### config.mk
export PLATFORM = sky130hd
export DESIGN_NAME = bitmap_text_pixel_generator_flat
export DESIGN_NICKNAME = d
export VERILOG_FILES = /design/src/design/btpg_pkg.sv /design/src/design/btpg_req_if.sv /design/src/design/btpg_rsp_if.sv /design/src/design/btpg_csr_if.sv /design/src/design/bitmap_text_pixel_generator.sv /design/src/flat_wrapper.sv
export SDC_FILE = /design/constraint.sdc
export NUM_CORES = 1
export LEC_CHECK = 0
export BUFFER_PORTS_ARGS = -buffer_cell sky130_fd_sc_hd__buf_2
export CAP_MARGIN = 20
export CORE_ASPECT_RATIO = 0.5
export CORE_UTILIZATION = 40
export CTS_BUF_LIST = sky130_fd_sc_hd__clkbuf_16
export DETAILED_ROUTE_END_ITERATION = 7
export SLEW_MARGIN = 25
export SYNTH_ARGS = -nofsm -noshare
export SYNTH_HDL_FRONTEND = slang
export SYNTH_SLANG_ARGS = --single-unit
### constraint.sdc
create_clock -name clock -period 6.8 [get_ports clock]
set_clock_uncertainty 0.2 [all_clocks]
set_input_delay 0.34 -clock clock [delete_from_list [all_inputs] [get_ports clock]]
set_output_delay 0.34 -clock clock [all_outputs]
set_load 0.01 [all_outputs]
### src/design/btpg_pkg.sv
package btpg_pkg;

   localparam int unsigned GLYPH_COUNT = 59;
   localparam int unsigned GLYPH_ROWS  = 5;
   localparam int unsigned GLYPH_COLS  = 5;
   localparam int unsigned GLYPH_BITS  = GLYPH_ROWS * GLYPH_COLS;
   localparam int unsigned GLYPH_AW    = $clog2(GLYPH_COUNT);
   localparam int unsigned COL_W       = $clog2(GLYPH_COLS);

   localparam int unsigned COORD_W = 16;
   localparam int unsigned SCALE_W = 5;
   localparam int unsigned CODE_W  = 8;
   localparam int unsigned CSR_W   = 24;

   localparam logic [CODE_W-1:0] CODE_NEWLINE     = 8'd10;
   localparam logic [CODE_W-1:0] CODE_FIRST       = 8'd32;
   localparam logic [CODE_W-1:0] CODE_END         = 8'd91;
   localparam logic [CODE_W-1:0] CODE_LOWER_FIRST = 8'd97;
   localparam logic [CODE_W-1:0] CODE_LOWER_LAST  = 8'd122;
   localparam logic [CODE_W-1:0] CASE_OFFSET      = 8'd32;

   localparam logic [COL_W-1:0] LAST_COL = COL_W'(GLYPH_COLS - 1);

   typedef enum logic [1:0] {
      CSR_ORIGIN_X   = 2'd0,
      CSR_ORIGIN_Y   = 2'd1,
      CSR_SCALE      = 2'd2,
      CSR_DRAW_COLOR = 2'd3
   } csr_index_type;

   typedef enum logic {
      ST_IDLE,
      ST_SCAN
   } state_type;

   typedef logic [GLYPH_BITS-1:0] glyph_type;

   // Row 0 in the top bits, leftmost column first within each row.
   localparam glyph_type FONT_ROM [GLYPH_COUNT] = '{
      {5'd0,5'd0,5'd0,5'd0,5'd0},       {5'd4,5'd4,5'd4,5'd0,5'd4},
      {5'd10,5'd10,5'd0,5'd0,5'd0},     {5'd10,5'd31,5'd10,5'd31,5'd10},
      {5'd14,5'd20,5'd14,5'd5,5'd30},   {5'd17,5'd2,5'd4,5'd8,5'd17},
      {5'd12,5'd18,5'd12,5'd19,5'd14},  {5'd4,5'd4,5'd0,5'd0,5'd0},
      {5'd6,5'd8,5'd8,5'd8,5'd6},       {5'd12,5'd2,5'd2,5'd2,5'd12},
      {5'd0,5'd10,5'd4,5'd10,5'd0},     {5'd0,5'd4,5'd14,5'd4,5'd0},
      {5'd0,5'd0,5'd0,5'd4,5'd8},       {5'd0,5'd0,5'd14,5'd0,5'd0},
      {5'd0,5'd0,5'd0,5'd0,5'd4},       {5'd1,5'd2,5'd4,5'd8,5'd16},
      {5'd14,5'd17,5'd17,5'd17,5'd14},  {5'd4,5'd12,5'd4,5'd4,5'd14},
      {5'd14,5'd1,5'd14,5'd16,5'd31},   {5'd14,5'd1,5'd6,5'd1,5'd14},
      {5'd17,5'd17,5'd31,5'd1,5'd1},    {5'd31,5'd16,5'd30,5'd1,5'd30},
      {5'd14,5'd16,5'd30,5'd17,5'd14},  {5'd31,5'd1,5'd2,5'd4,5'd4},
      {5'd14,5'd17,5'd14,5'd17,5'd14},  {5'd14,5'd17,5'd15,5'd1,5'd14},
      {5'd0,5'd4,5'd0,5'd4,5'd0},       {5'd0,5'd4,5'd0,5'd4,5'd8},
      {5'd2,5'd4,5'd8,5'd4,5'd2},       {5'd0,5'd31,5'd0,5'd31,5'd0},
      {5'd8,5'd4,5'd2,5'd4,5'd8},       {5'd14,5'd1,5'd6,5'd0,5'd4},
      {5'd14,5'd19,5'd21,5'd19,5'd14},  {5'd14,5'd17,5'd31,5'd17,5'd17},
      {5'd30,5'd17,5'd30,5'd17,5'd30},  {5'd14,5'd16,5'd16,5'd16,5'd14},
      {5'd28,5'd18,5'd17,5'd18,5'd28},  {5'd31,5'd16,5'd30,5'd16,5'd31},
      {5'd31,5'd16,5'd30,5'd16,5'd16},  {5'd14,5'd16,5'd23,5'd17,5'd14},
      {5'd17,5'd17,5'd31,5'd17,5'd17},  {5'd14,5'd4,5'd4,5'd4,5'd14},
      {5'd7,5'd1,5'd1,5'd17,5'd14},     {5'd17,5'd18,5'd28,5'd18,5'd17},
      {5'd16,5'd16,5'd16,5'd16,5'd31},  {5'd17,5'd27,5'd21,5'd17,5'd17},
      {5'd17,5'd25,5'd21,5'd19,5'd17},  {5'd14,5'd17,5'd17,5'd17,5'd14},
      {5'd30,5'd17,5'd30,5'd16,5'd16},  {5'd14,5'd17,5'd21,5'd18,5'd13},
      {5'd30,5'd17,5'd30,5'd18,5'd17},  {5'd15,5'd16,5'd14,5'd1,5'd30},
      {5'd31,5'd4,5'd4,5'd4,5'd4},      {5'd17,5'd17,5'd17,5'd17,5'd14},
      {5'd17,5'd17,5'd17,5'd10,5'd4},   {5'd17,5'd10,5'd4,5'd4,5'd4},
      {5'd17,5'd17,5'd21,5'd27,5'd17},  {5'd17,5'd10,5'd4,5'd10,5'd17},
      {5'd31,5'd2,5'd4,5'd8,5'd31}
   };

   function automatic logic [GLYPH_AW-1:0] glyph_index(input logic [CODE_W-1:0] code);
      logic [CODE_W-1:0] folded;
      logic [CODE_W-1:0] offset;
      folded = code;
      if (code >= CODE_LOWER_FIRST && code <= CODE_LOWER_LAST) begin
         folded = code - CASE_OFFSET;
      end
      offset = folded - CODE_FIRST;
      if (folded < CODE_FIRST || folded >= CODE_END) begin
         glyph_index = '0;
      end else begin
         glyph_index = offset[GLYPH_AW-1:0];
      end
   endfunction

endpackage

### src/design/btpg_req_if.sv
interface btpg_req_if;
   logic       valid;
   logic       ready;
   logic [7:0] char_code;
   logic       start_of_text;

   modport source (output valid, output char_code, output start_of_text, input ready);
   modport sink (input valid, input char_code, input start_of_text, output ready);
endinterface

### src/design/btpg_rsp_if.sv
interface btpg_rsp_if;
   logic        valid;
   logic        ready;
   logic [15:0] square_x;
   logic [15:0] square_y;
   logic        last_square;

   modport source (output valid, output square_x, output square_y, output last_square,
                   input ready);
   modport sink (input valid, input square_x, input square_y, input last_square,
                 output ready);
endinterface

### src/design/btpg_csr_if.sv
interface btpg_csr_if;
   logic        valid;
   logic        ready;
   logic [1:0]  index;
   logic [23:0] data;

   modport source (output valid, output index, output data, input ready);
   modport sink (input valid, input index, input data, output ready);
endinterface

### src/design/bitmap_text_pixel_generator.sv
// Channel  | Dir | Payload                              | Transaction
// ---------+-----+--------------------------------------+--------------------
// req_bus  | in  | char_code[7:0], start_of_text        | valid & ready
// rsp_bus  | out | square_x[15:0], square_y[15:0], last | valid & ready
// csr_bus  | in  | index[1:0], data[23:0]               | valid & ready
//
// One character at a time: the accept cycle reads the glyph ROM, then one
// glyph bit is scanned per cycle (a lit bit waits while a result stalls)
// until no lit bits remain, then the pen advances. A newline only moves it.
// Synchronous reset clears pen and origin, idles the scanner, sets scale 1.
// A stalled result holds the scanner on the next lit bit; req is refused
// until the character is finished.
module bitmap_text_pixel_generator (
   input logic         clock,
   input logic         reset,
   btpg_req_if.sink    req_bus,
   btpg_rsp_if.source  rsp_bus,
   btpg_csr_if.sink    csr_bus
);
   import btpg_pkg::*;

   state_type            state_ff, state_in;
   logic [COORD_W-1:0]   origin_x_ff, origin_y_ff;
   logic [SCALE_W-1:0]   scale_ff;
   logic [COORD_W-1:0]   pen_x_ff, pen_x_in;
   logic [COORD_W-1:0]   pen_y_ff, pen_y_in;
   logic [COORD_W-1:0]   cur_x_ff, cur_x_in;
   logic [COORD_W-1:0]   cur_y_ff, cur_y_in;
   glyph_type            glyph_ff, glyph_in;
   logic [COL_W-1:0]     col_ff, col_in;
   logic                 rsp_valid_ff, rsp_valid_in;
   logic [COORD_W-1:0]   rsp_x_ff, rsp_x_in;
   logic [COORD_W-1:0]   rsp_y_ff, rsp_y_in;
   logic                 rsp_last_ff, rsp_last_in;

   logic [COORD_W-1:0]   scale_ext;
   logic [COORD_W-1:0]   char_adv;
   logic [COORD_W-1:0]   line_adv;
   logic [COORD_W-1:0]   base_x, base_y;
   logic                 out_free;

   assign scale_ext = {{(COORD_W-SCALE_W){1'b0}}, scale_ff};
   assign char_adv  = (scale_ext << 2) + (scale_ext << 1);
   assign line_adv  = (scale_ext << 3) - scale_ext;
   assign out_free  = !rsp_valid_ff || rsp_bus.ready;

   assign req_bus.ready       = (state_ff == ST_IDLE);
   assign csr_bus.ready       = 1'b1;
   assign rsp_bus.valid       = rsp_valid_ff;
   assign rsp_bus.square_x    = rsp_x_ff;
   assign rsp_bus.square_y    = rsp_y_ff;
   assign rsp_bus.last_square = rsp_last_ff;

   always_ff @(posedge clock) begin
      if (reset) begin
         origin_x_ff <= '0;
         origin_y_ff <= '0;
         scale_ff    <= SCALE_W'(1);
      end else if (csr_bus.valid) begin
         unique case (csr_index_type'(csr_bus.index))
            CSR_ORIGIN_X:   origin_x_ff <= csr_bus.data[COORD_W-1:0];
            CSR_ORIGIN_Y:   origin_y_ff <= csr_bus.data[COORD_W-1:0];
            CSR_SCALE:      scale_ff    <= csr_bus.data[SCALE_W-1:0];
            CSR_DRAW_COLOR: ;
            default: ;
         endcase
      end
   end

   always_comb begin
      state_in     = state_ff;
      pen_x_in     = pen_x_ff;
      pen_y_in     = pen_y_ff;
      cur_x_in     = cur_x_ff;
      cur_y_in     = cur_y_ff;
      glyph_in     = glyph_ff;
      col_in       = col_ff;
      rsp_valid_in = rsp_valid_ff && !rsp_bus.ready;
      rsp_x_in     = rsp_x_ff;
      rsp_y_in     = rsp_y_ff;
      rsp_last_in  = rsp_last_ff;
      base_x       = req_bus.start_of_text ? origin_x_ff : pen_x_ff;
      base_y       = req_bus.start_of_text ? origin_y_ff : pen_y_ff;

      unique case (state_ff)
         ST_IDLE: begin
            if (req_bus.valid) begin
               if (req_bus.char_code == CODE_NEWLINE) begin
                  pen_x_in = origin_x_ff;
                  pen_y_in = base_y + line_adv;
               end else begin
                  pen_x_in = base_x;
                  pen_y_in = base_y;
                  cur_x_in = base_x;
                  cur_y_in = base_y;
                  col_in   = '0;
                  glyph_in = FONT_ROM[glyph_index(req_bus.char_code)];
                  state_in = ST_SCAN;
               end
            end
         end
         ST_SCAN: begin
            if (glyph_ff == '0) begin
               pen_x_in = pen_x_ff + char_adv;
               state_in = ST_IDLE;
            end else if (!glyph_ff[GLYPH_BITS-1] || out_free) begin
               if (glyph_ff[GLYPH_BITS-1]) begin
                  rsp_valid_in = 1'b1;
                  rsp_x_in     = cur_x_ff;
                  rsp_y_in     = cur_y_ff;
                  rsp_last_in  = (glyph_ff[GLYPH_BITS-2:0] == '0);
               end
               glyph_in = glyph_ff << 1;
               if (col_ff == LAST_COL) begin
                  col_in   = '0;
                  cur_x_in = pen_x_ff;
                  cur_y_in = cur_y_ff + scale_ext;
               end else begin
                  col_in   = col_ff + COL_W'(1);
                  cur_x_in = cur_x_ff + scale_ext;
               end
            end
         end
         default: state_in = ST_IDLE;
      endcase
   end

   always_ff @(posedge clock) begin
      if (reset) begin
         state_ff     <= ST_IDLE;
         pen_x_ff     <= '0;
         pen_y_ff     <= '0;
         rsp_valid_ff <= 1'b0;
      end else begin
         state_ff     <= state_in;
         pen_x_ff     <= pen_x_in;
         pen_y_ff     <= pen_y_in;
         rsp_valid_ff <= rsp_valid_in;
      end
   end

   always_ff @(posedge clock) begin
      glyph_ff    <= glyph_in;
      cur_x_ff    <= cur_x_in;
      cur_y_ff    <= cur_y_in;
      col_ff      <= col_in;
      rsp_x_ff    <= rsp_x_in;
      rsp_y_ff    <= rsp_y_in;
      rsp_last_ff <= rsp_last_in;
   end

endmodule
### src/flat_wrapper.sv
// flat-port wrapper written by rule: the top's interface ports become plain ports
module bitmap_text_pixel_generator_flat import btpg_pkg::*;
  (clock, reset, req_bus_valid, req_bus_char_code, req_bus_start_of_text, req_bus_ready, rsp_bus_valid, rsp_bus_square_x, rsp_bus_square_y, rsp_bus_last_square, rsp_bus_ready, csr_bus_valid, csr_bus_index, csr_bus_data, csr_bus_ready);
  btpg_req_if req_bus_i ();
  btpg_rsp_if rsp_bus_i ();
  btpg_csr_if csr_bus_i ();
  input logic clock;
  input logic reset;
  input wire logic [$bits(req_bus_i.valid)-1:0] req_bus_valid;
  input wire logic [$bits(req_bus_i.char_code)-1:0] req_bus_char_code;
  input wire logic [$bits(req_bus_i.start_of_text)-1:0] req_bus_start_of_text;
  output wire logic [$bits(req_bus_i.ready)-1:0] req_bus_ready;
  output wire logic [$bits(rsp_bus_i.valid)-1:0] rsp_bus_valid;
  output wire logic [$bits(rsp_bus_i.square_x)-1:0] rsp_bus_square_x;
  output wire logic [$bits(rsp_bus_i.square_y)-1:0] rsp_bus_square_y;
  output wire logic [$bits(rsp_bus_i.last_square)-1:0] rsp_bus_last_square;
  input wire logic [$bits(rsp_bus_i.ready)-1:0] rsp_bus_ready;
  input wire logic [$bits(csr_bus_i.valid)-1:0] csr_bus_valid;
  input wire logic [$bits(csr_bus_i.index)-1:0] csr_bus_index;
  input wire logic [$bits(csr_bus_i.data)-1:0] csr_bus_data;
  output wire logic [$bits(csr_bus_i.ready)-1:0] csr_bus_ready;
  assign req_bus_i.valid = req_bus_valid;
  assign req_bus_i.char_code = req_bus_char_code;
  assign req_bus_i.start_of_text = req_bus_start_of_text;
  assign req_bus_ready = req_bus_i.ready;
  assign rsp_bus_valid = rsp_bus_i.valid;
  assign rsp_bus_square_x = rsp_bus_i.square_x;
  assign rsp_bus_square_y = rsp_bus_i.square_y;
  assign rsp_bus_last_square = rsp_bus_i.last_square;
  assign rsp_bus_i.ready = rsp_bus_ready;
  assign csr_bus_i.valid = csr_bus_valid;
  assign csr_bus_i.index = csr_bus_index;
  assign csr_bus_i.data = csr_bus_data;
  assign csr_bus_ready = csr_bus_i.ready;
  bitmap_text_pixel_generator u_core (.clock(clock), .reset(reset), .req_bus(req_bus_i), .rsp_bus(rsp_bus_i), .csr_bus(csr_bus_i));
endmodule
==> results of run 1 <==
[cell type report]
type / instances / area (um^2)
clock buffer: 20 / 500
clock inverter: 12 / 98.8
fill: 2462 / 13700
inverter: 35 / 131
multi-input combinational: 943 / 6020
sequential: 164 / 4220
tap: 344 / 430
timing repair buffer: 100 / 646
[metal layers]
layer | up-vias | global-route usage, % | share of wire [%] | wire length (um)
met5 | - | 0 | 0 | 0
met4 | 0 | 10.5 | 4.0 | 1340
met3 | 82 | 4.52 | 6.8 | 2260
met2 | 384 | 37.2 | 45 | 14900
met1 | 4639 | 33.2 | 44 | 14800
li1 | 4590 | - | - | -
[critical path: stages]
cell	delay [ps]
buf_2	260
buf_4	320
or3_1	400
o221ai_4	230
o21a_4	210
o21a_1	330
nand2_1	330
ha_1	520
inv_1	230
nor2_1	140
a31oi_1	470
o311ai_0	280
o32a_1	380
[cell usage after synthesis (4+ instances only)]
cell	n
nand2_1	168
a21oi_1	132
nor2_1	102
edfxtp_1	93
dfxtp_1	71
o21ai_0	70
clkbuf_1	65
ha_1	54
inv_1	32
xor2_1	31
nand3_1	25
xnor2_1	24
nor3_1	22
o211ai_1	20
a211oi_1	19
a31oi_1	16
mux2_2	16
nor2b_1	16
mux2i_1	15
a22oi_1	14
a21o_1	12
nand2b_1	11
a311oi_1	10
and3_1	9
nor4_1	9
o21bai_1	9
o221ai_1	9
buf_1	7
o21a_1	7
o22ai_1	7
a221oi_1	6
a2111oi_0	5
a2bb2oi_1	5
a32oi_1	5
and2_1	5
buf_2	5
fa_1	5
nand3b_1	5
o221a_2	5
a221o_1	4
nand4_1	4
o311ai_0	4
o31ai_1	4
or3_1	4
[power by group through the flow]
stage	Combinational [mW]	Clock (mW)	Sequential (mW)
finish	0.534	0.974	1.22
global route	0.583	1.03	1.23
CTS	0.524	0.987	1.22
detailed placement	0.514	0	1.24
global placement	0.510	0	1.23
floorplan	0.366	0	1.22
[worst paths after layout]
check	end	from	cells past startpoint
worst max-delay path	u_core.glyph_ff[18]	req_bus_char_code[3]	13
worst min-delay path	u_core.rsp_bus.valid	rsp_bus_ready	3
worst max register to register	u_core.pen_y_ff[15]	u_core.scale_ff[3]	13
worst min register to register	u_core.pen_y_ff[2]	u_core.pen_y_ff[2]	2
[cell families after synthesis]
logic type	Yosys count	share of synthesized area, %
compound gates	398	24.4
fa+ha+maj	59	7.28
buf+inv	115	4.25
flops	164	39.5
simple gates	399	16.9
xor+xnor	55	4.52
mux	31	3.10
other cells	1	0.0352
[sequential cells by signal, indices dropped and copies added (netlist names), 3 cells and up]
| register | flops |
|---|---|
| u_core.cur_x_ff | 16 |
| u_core.origin_x_ff | 16 |
| u_core.glyph_ff | 25 |
| u_core.cur_y_ff | 16 |
| u_core.pen_x_ff | 16 |
| u_core.scale_ff | 5 |
| u_core.rsp_bus.square_x | 16 |
| u_core.pen_y_ff | 16 |
| u_core.col_ff | 3 |
| u_core.origin_y_ff | 16 |
| u_core.rsp_bus.square_y | 16 |
[what timing repair did]
item,4_1_cts,5_1_grt
hold buffers,16,0
gates resized for setup,0,0
endpoints found under the hold margin,30,0
[through the flow]
| stage | utilization (%) | hold slack, ps | setup WS (ps) | area, um^2 |
|---|---|---|---|---|
| after floorplan | - | 231 | 1340 | 10700 |
| after global placement | 43.8 | 238 | 1980 | 11200 |
| final | 46.8 | 29.3 | 2330 | 12000 |
| after CTS | 46.7 | 21.9 | 2490 | 12000 |
| after detailed placement | 43.8 | 252 | 2040 | 11200 |
| after global routing | 46.8 | 61.4 | 2200 | 12000 |
==> results.md, run 1 <==
- Sequential area share after synthesis: 39.5%
- Setup bufs post-CTS: 0
- Commonest non-fill, non-tap cell in the layout: nand2_1
- Internal power: 1.92 mW
- Total track usage: between 20% and 30%
- Largest net degree at the start of global routing: 63
- VDD IR max: 0.192 mV
- Worst path required time: 6790 ps
- PwrDens: about 230 nW/um^2
- Routability cong.: around 1.0
- CTS tree: done
- H-Tree Depth: 4
- Hold crit path type: in -> reg
- Leakage power: 4.56 nW
- N_diodes: 0
- Flop and latch count out of synthesis: 164
- Core area: 25700 um^2
- Initial core utilization: 41.5%
- Cells after synthesis: around 1200
- Clk network pwr share: 35.8%
- Net count after synthesis: 1321
- CP Launch Type: input port
- Clock root cell: clkbuf_16
- Slew Limit Headroom: 28.7%
- Reg2Reg Setup Slack: 2660 ps
- Synthesized area per cell: 8.72 um^2
- Clock Sinks: approximately 160
- Share of layout cells above drive strength 1: 12.1%
- Final net count: 1360
- Die ar.: 27300 um^2
- Routed wire length: ~33 mm
- Critical Path AT: 4450 ps
- Cell taking the most area after synthesis: edfxtp_1
- Site row count: ~40
- YS warnings: 0
- Fmax: 224 MHz
- I/O Pins: 76
- Post-route clock period utilization: 65.7%
- Drt drc: 0
- Least-Margin Pin Slew: 1070 ps
- Area Growth Syn to Fin: 12.9%
- Async S/R FF share, synth: 0%
- Hpwl dp: 23.3 mm
- Placed cell count: 1569
- Post-Syn Area: 10700 um^2
- EDFF count, synth: 93
- Most used flip-flop cell after synthesis: edfxtp_1
- IO buf count: 66
- Total Negative Setup Slacks: 0 ps
- Reg power frac: 44.6%
- Setup violators final: 0
- Die W: around 230 um
- Outcome: finished, final reports clean
- Reg clk slew, reported paths: 70 ps
- Routed vias: around 9700
- CP max FO: 31
- Synth area leaders: edfxtp_1 (26%), dfxtp_1 (13%), ha_1 (6.3%), a21oi_1 (6.2%), nand2_1 (5.9%)
- Unrepaired setup endpoints after global routing: false
- Initial drt markers: about 930
- WS Path Type: in -> reg
- Maximum root-to-sink buffer count: 2
- Most frequent cells in the layout: nand2_1 (168), a21oi_1 (132), nor2_1 (102), edfxtp_1 (93), dfxtp_1 (70)
- Distinct cell type count of the synthesized netlist: 79
- Slew Limit Fails: 0
- Die extent in y: ~120 um
- Logic gate share of total power: 19.6%
- Fin cells: 1618
- CTS buffer count: 17
- Final hold vios: 0
- NetSw: 0.808 mW
- Antenna violations before repair: 0
- First-pass GRT wire length: 51.2 mm
- Vias in the first global route: 9068
- Switching share of power: 29.7%
- Grt total ovfl: 0
- Vias per cell: roughly 6
- Final antenna-violating net count: 0
- Max-Cap Viols: 0
- Final period demand of the worst path: 4470 ps
- Critical Path End Type: flip-flop
- Pwr Total: 2.72 mW
- DRT Pass-1 Iters: 6
- Top-area cell type share of the netlist area: 26.2%
- DR WL/cell: 20.6 um
- Skew-Pair Late Insertion Delay: 430 ps
Note: power is estimated with default switching activity, not from simulation.
==> run 2: changes to the inputs <==
==> constraint.sdc (replaced) <==
create_clock -name clock -period 4.49 [get_ports clock]
set_clock_uncertainty 0.2 [all_clocks]
set_input_delay 0.2245 -clock clock [delete_from_list [all_inputs] [get_ports clock]]
set_output_delay 0.2245 -clock clock [all_outputs]
set_load 0.01 [all_outputs]
==> run 2 against run 1 <==
  * Sequential share of layout area is 0.45 points lower
  * Flip-flop and latch count unchanged
  * Sequential power is 50% higher
  * Critical path depth grew 2
  * Setup slack worse by 1800 ps
  * Via count rose by 2.0%
  * Hold slack improved by 30 ps
  * Wire length grew 0.69%
  * Clock power up 47%
  * Design area is 1.3% higher
  * Final cell count grew 1.5%
  * Largest power group unchanged
  * Highest routed layer unchanged
==> results.md, run 2 (synthesis results as in run 1) <==
- Post-route clock period utilization: 88.5%
- Leakage power: 4.65 nW (was 4.56 nW)
- Hold buffers post-CTS: 18 (was 16)
- H-Tree Depth: 4 (unchanged)
- Final period demand of the worst path: 3970 ps
- Worst path required time: 4670 ps (was 6790 ps)
- Unrepaired setup endpoints after global routing: false (unchanged)
- Core area: 25700 um^2 (unchanged)
- Initial core utilization: 41.5% (unchanged)
- DR WL/cell: 20.4 um (was 20.6 um)
- Die W: 233 um (unchanged)
- Max-Cap Viols: 0 (unchanged)
- Slew Limit Fails: 0 (unchanged)
- Critical Path End Type: flip-flop (unchanged)
- Met3 wire length: 2.20 mm (was 2.26 mm)
- First-pass GRT wire length: 53.0 mm (was 51.2 mm)
- Routed wire length: 33.5 mm (was 33.3 mm)
- Total Negative Setup Slacks: 0 ps (unchanged)
- Hold crit path type: in -> reg (unchanged)
- Slew Limit Headroom: 29.0% (was 28.7%)
- Total track usage: 24.8% (was 24.2%)
- Largest net degree at the start of global routing: 62 (was 63)
- Skew-Pair Late Insertion Delay: 430 ps (about the same)
- Fmax: 252 MHz
- Commonest non-fill, non-tap cell in the layout: nand2_1 (unchanged)
- Final antenna-violating net count: 0 (unchanged)
- Initial drt markers: 1100 (was 926)
- WS Path Type: reg -> reg (was in -> reg)
- IO buf count: 66 (unchanged)
- CP Launch Type: flip-flop (was input port)
- Hpwl dp: 23.8 mm (was 23.3 mm)
- Grt total ovfl: 0 (unchanged)
- Wl on met1: 15.3 mm (was 14.8 mm)
- Top Metal Used: met4 (unchanged)
- Outcome: finished, final reports clean (unchanged)
- CP max FO: 7 (was 31)
- Most common cell on crit path: o21ai_0
- Filler Cell Count: 2471 (was 2462)
- Routability cong.: 0.978 (was 1.01)
- PwrDens: 337 nW/um^2 (was 226 nW/um^2)
- Largest register FFs: 25 (unchanged)
- Reg clk slew, reported paths: 70 ps (about the same)
- Vias per cell: 6.02 (was 5.99)
- VDD IR max: 0.261 mV (was 0.192 mV)
- Metal2 WL: 15.0 mm (was 14.9 mm)
- Clock root cell: clkbuf_16 (unchanged)
- Antenna violations before repair: 0 (unchanged)
- Final net count: 1385 (was 1360)
- I/O Pins: 76 (unchanged)
- Site row count: 41 (unchanged)
- Least-Margin Pin Slew: 1060 ps (was 1070 ps)
- Most frequent cells in the layout: nand2_1 (168), a21oi_1 (132), nor2_1 (102), edfxtp_1 (93), dfxtp_1 (70) (unchanged)
- Setup bufs post-CTS: 0 (unchanged)
- Crit-path slowest cell: dfxtp_1 (was ha_1)
- N_diodes: 0 (unchanged)
- Critical Path AT: 4160 ps (was 4450 ps)
- Drt drc: 0 (unchanged)
- CTS tree: done (unchanged)
- Vias in the first global route: 9497 (was 9068)
- Pwr Total: 4.11 mW (was 2.72 mW)
- Biggest register: u_core.glyph_ff (unchanged)
- Crit-path cells: inv_1, ha_1, a21o_1, a211oi_1, nand2_1, inv_1, ha_1, and2_1, o21ai_0, o31ai_1, o211ai_1, o21ai_0, xnor2_1, o21ai_0, o211a_1 (was buf_2, buf_4, or3_1, o221ai_4, o21a_4, o21a_1, nand2_1, ha_1, inv_1, nor2_1, a31oi_1, o311ai_0, o32a_1)
- DRT Pass-1 Iters: 6 (unchanged)
- Post-CTS sizing: 0 (unchanged)
- Area Growth Syn to Fin: 14.4% (was 12.9%)
- Maximum root-to-sink buffer count: 2 (unchanged)
- Die ar.: 27300 um^2 (unchanged)
- CTS buffer count: 17 (unchanged)
- Clock Sinks: 164 (unchanged)
- Share of layout cells above drive strength 1: 13.8% (was 12.1%)
- Setup violators final: 0 (unchanged)
- Final hold vios: 0 (unchanged)
- Routed vias: 9885 (was 9695)
- Die extent in y: 117 um (unchanged)
- Crit path largest cell delay: 490 ps (was 520 ps)
[run 2: power breakdown]
group	total [mW]	switching, mW	internal [mW]
logic	0.839	0.526	0.313
clock network	1.43	0.657	0.777
registers	1.83	0.0905	1.74
[run 2: worst paths after layout]
kind	end	cells after the start	startpoint	slack [ps]
worst max-delay path	u_core.pen_y_ff[14]	15	u_core.scale_ff[3]	520
worst min-delay path	u_core.scale_ff[0]	3	reset	60
worst max register to register	u_core.pen_y_ff[14]	15	u_core.scale_ff[3]	520
worst min register to register	u_core.origin_y_ff[11]	2	u_core.origin_y_ff[11]	260
[run 2: final cells by class]
cell class	instances	area, um^2	area share [%]
Multi-Input combinational cell	943	6020	49.3
Sequential cell	164	4220	34.6
Timing Repair Buffer	125	831	6.81
Tap cell	344	430	3.53
Clock buffer	17	425	3.49
Clock inverter	15	146	1.20
Inverter	35	131	1.08
[run 2: per-layer routing]
layer  up-vias  track usage [%]
met5         -                0
met4         0             8.99
met3        76             4.09
met2       423             38.5
met1      4730             34.7
li1       4656                -
[run 2: critical path: cells and delay by family, from the launching register on]
kind            cells  cell delay [ps]
compound gates      8             1530
xor+xnor            1              140
fa+ha+maj           2              700
buf+inv             2              440
flops               1              490
simple gates        2              410
[run 2: through the flow]
step	utilization, %	cells	area (um^2)	hold WS, ps	setup slack (ps)
2_1_floorplan	-	1222	10700	160	372
3_3_place_gp	44.4	1592	11400	242	570
3_5_place_dp	44.5	1592	11400	244	491
4_1_cts	47.4	1642	12200	37.6	528
5_1_grt	47.5	1643	12200	86.7	135
6_report	47.5	1643	12200	59.2	516
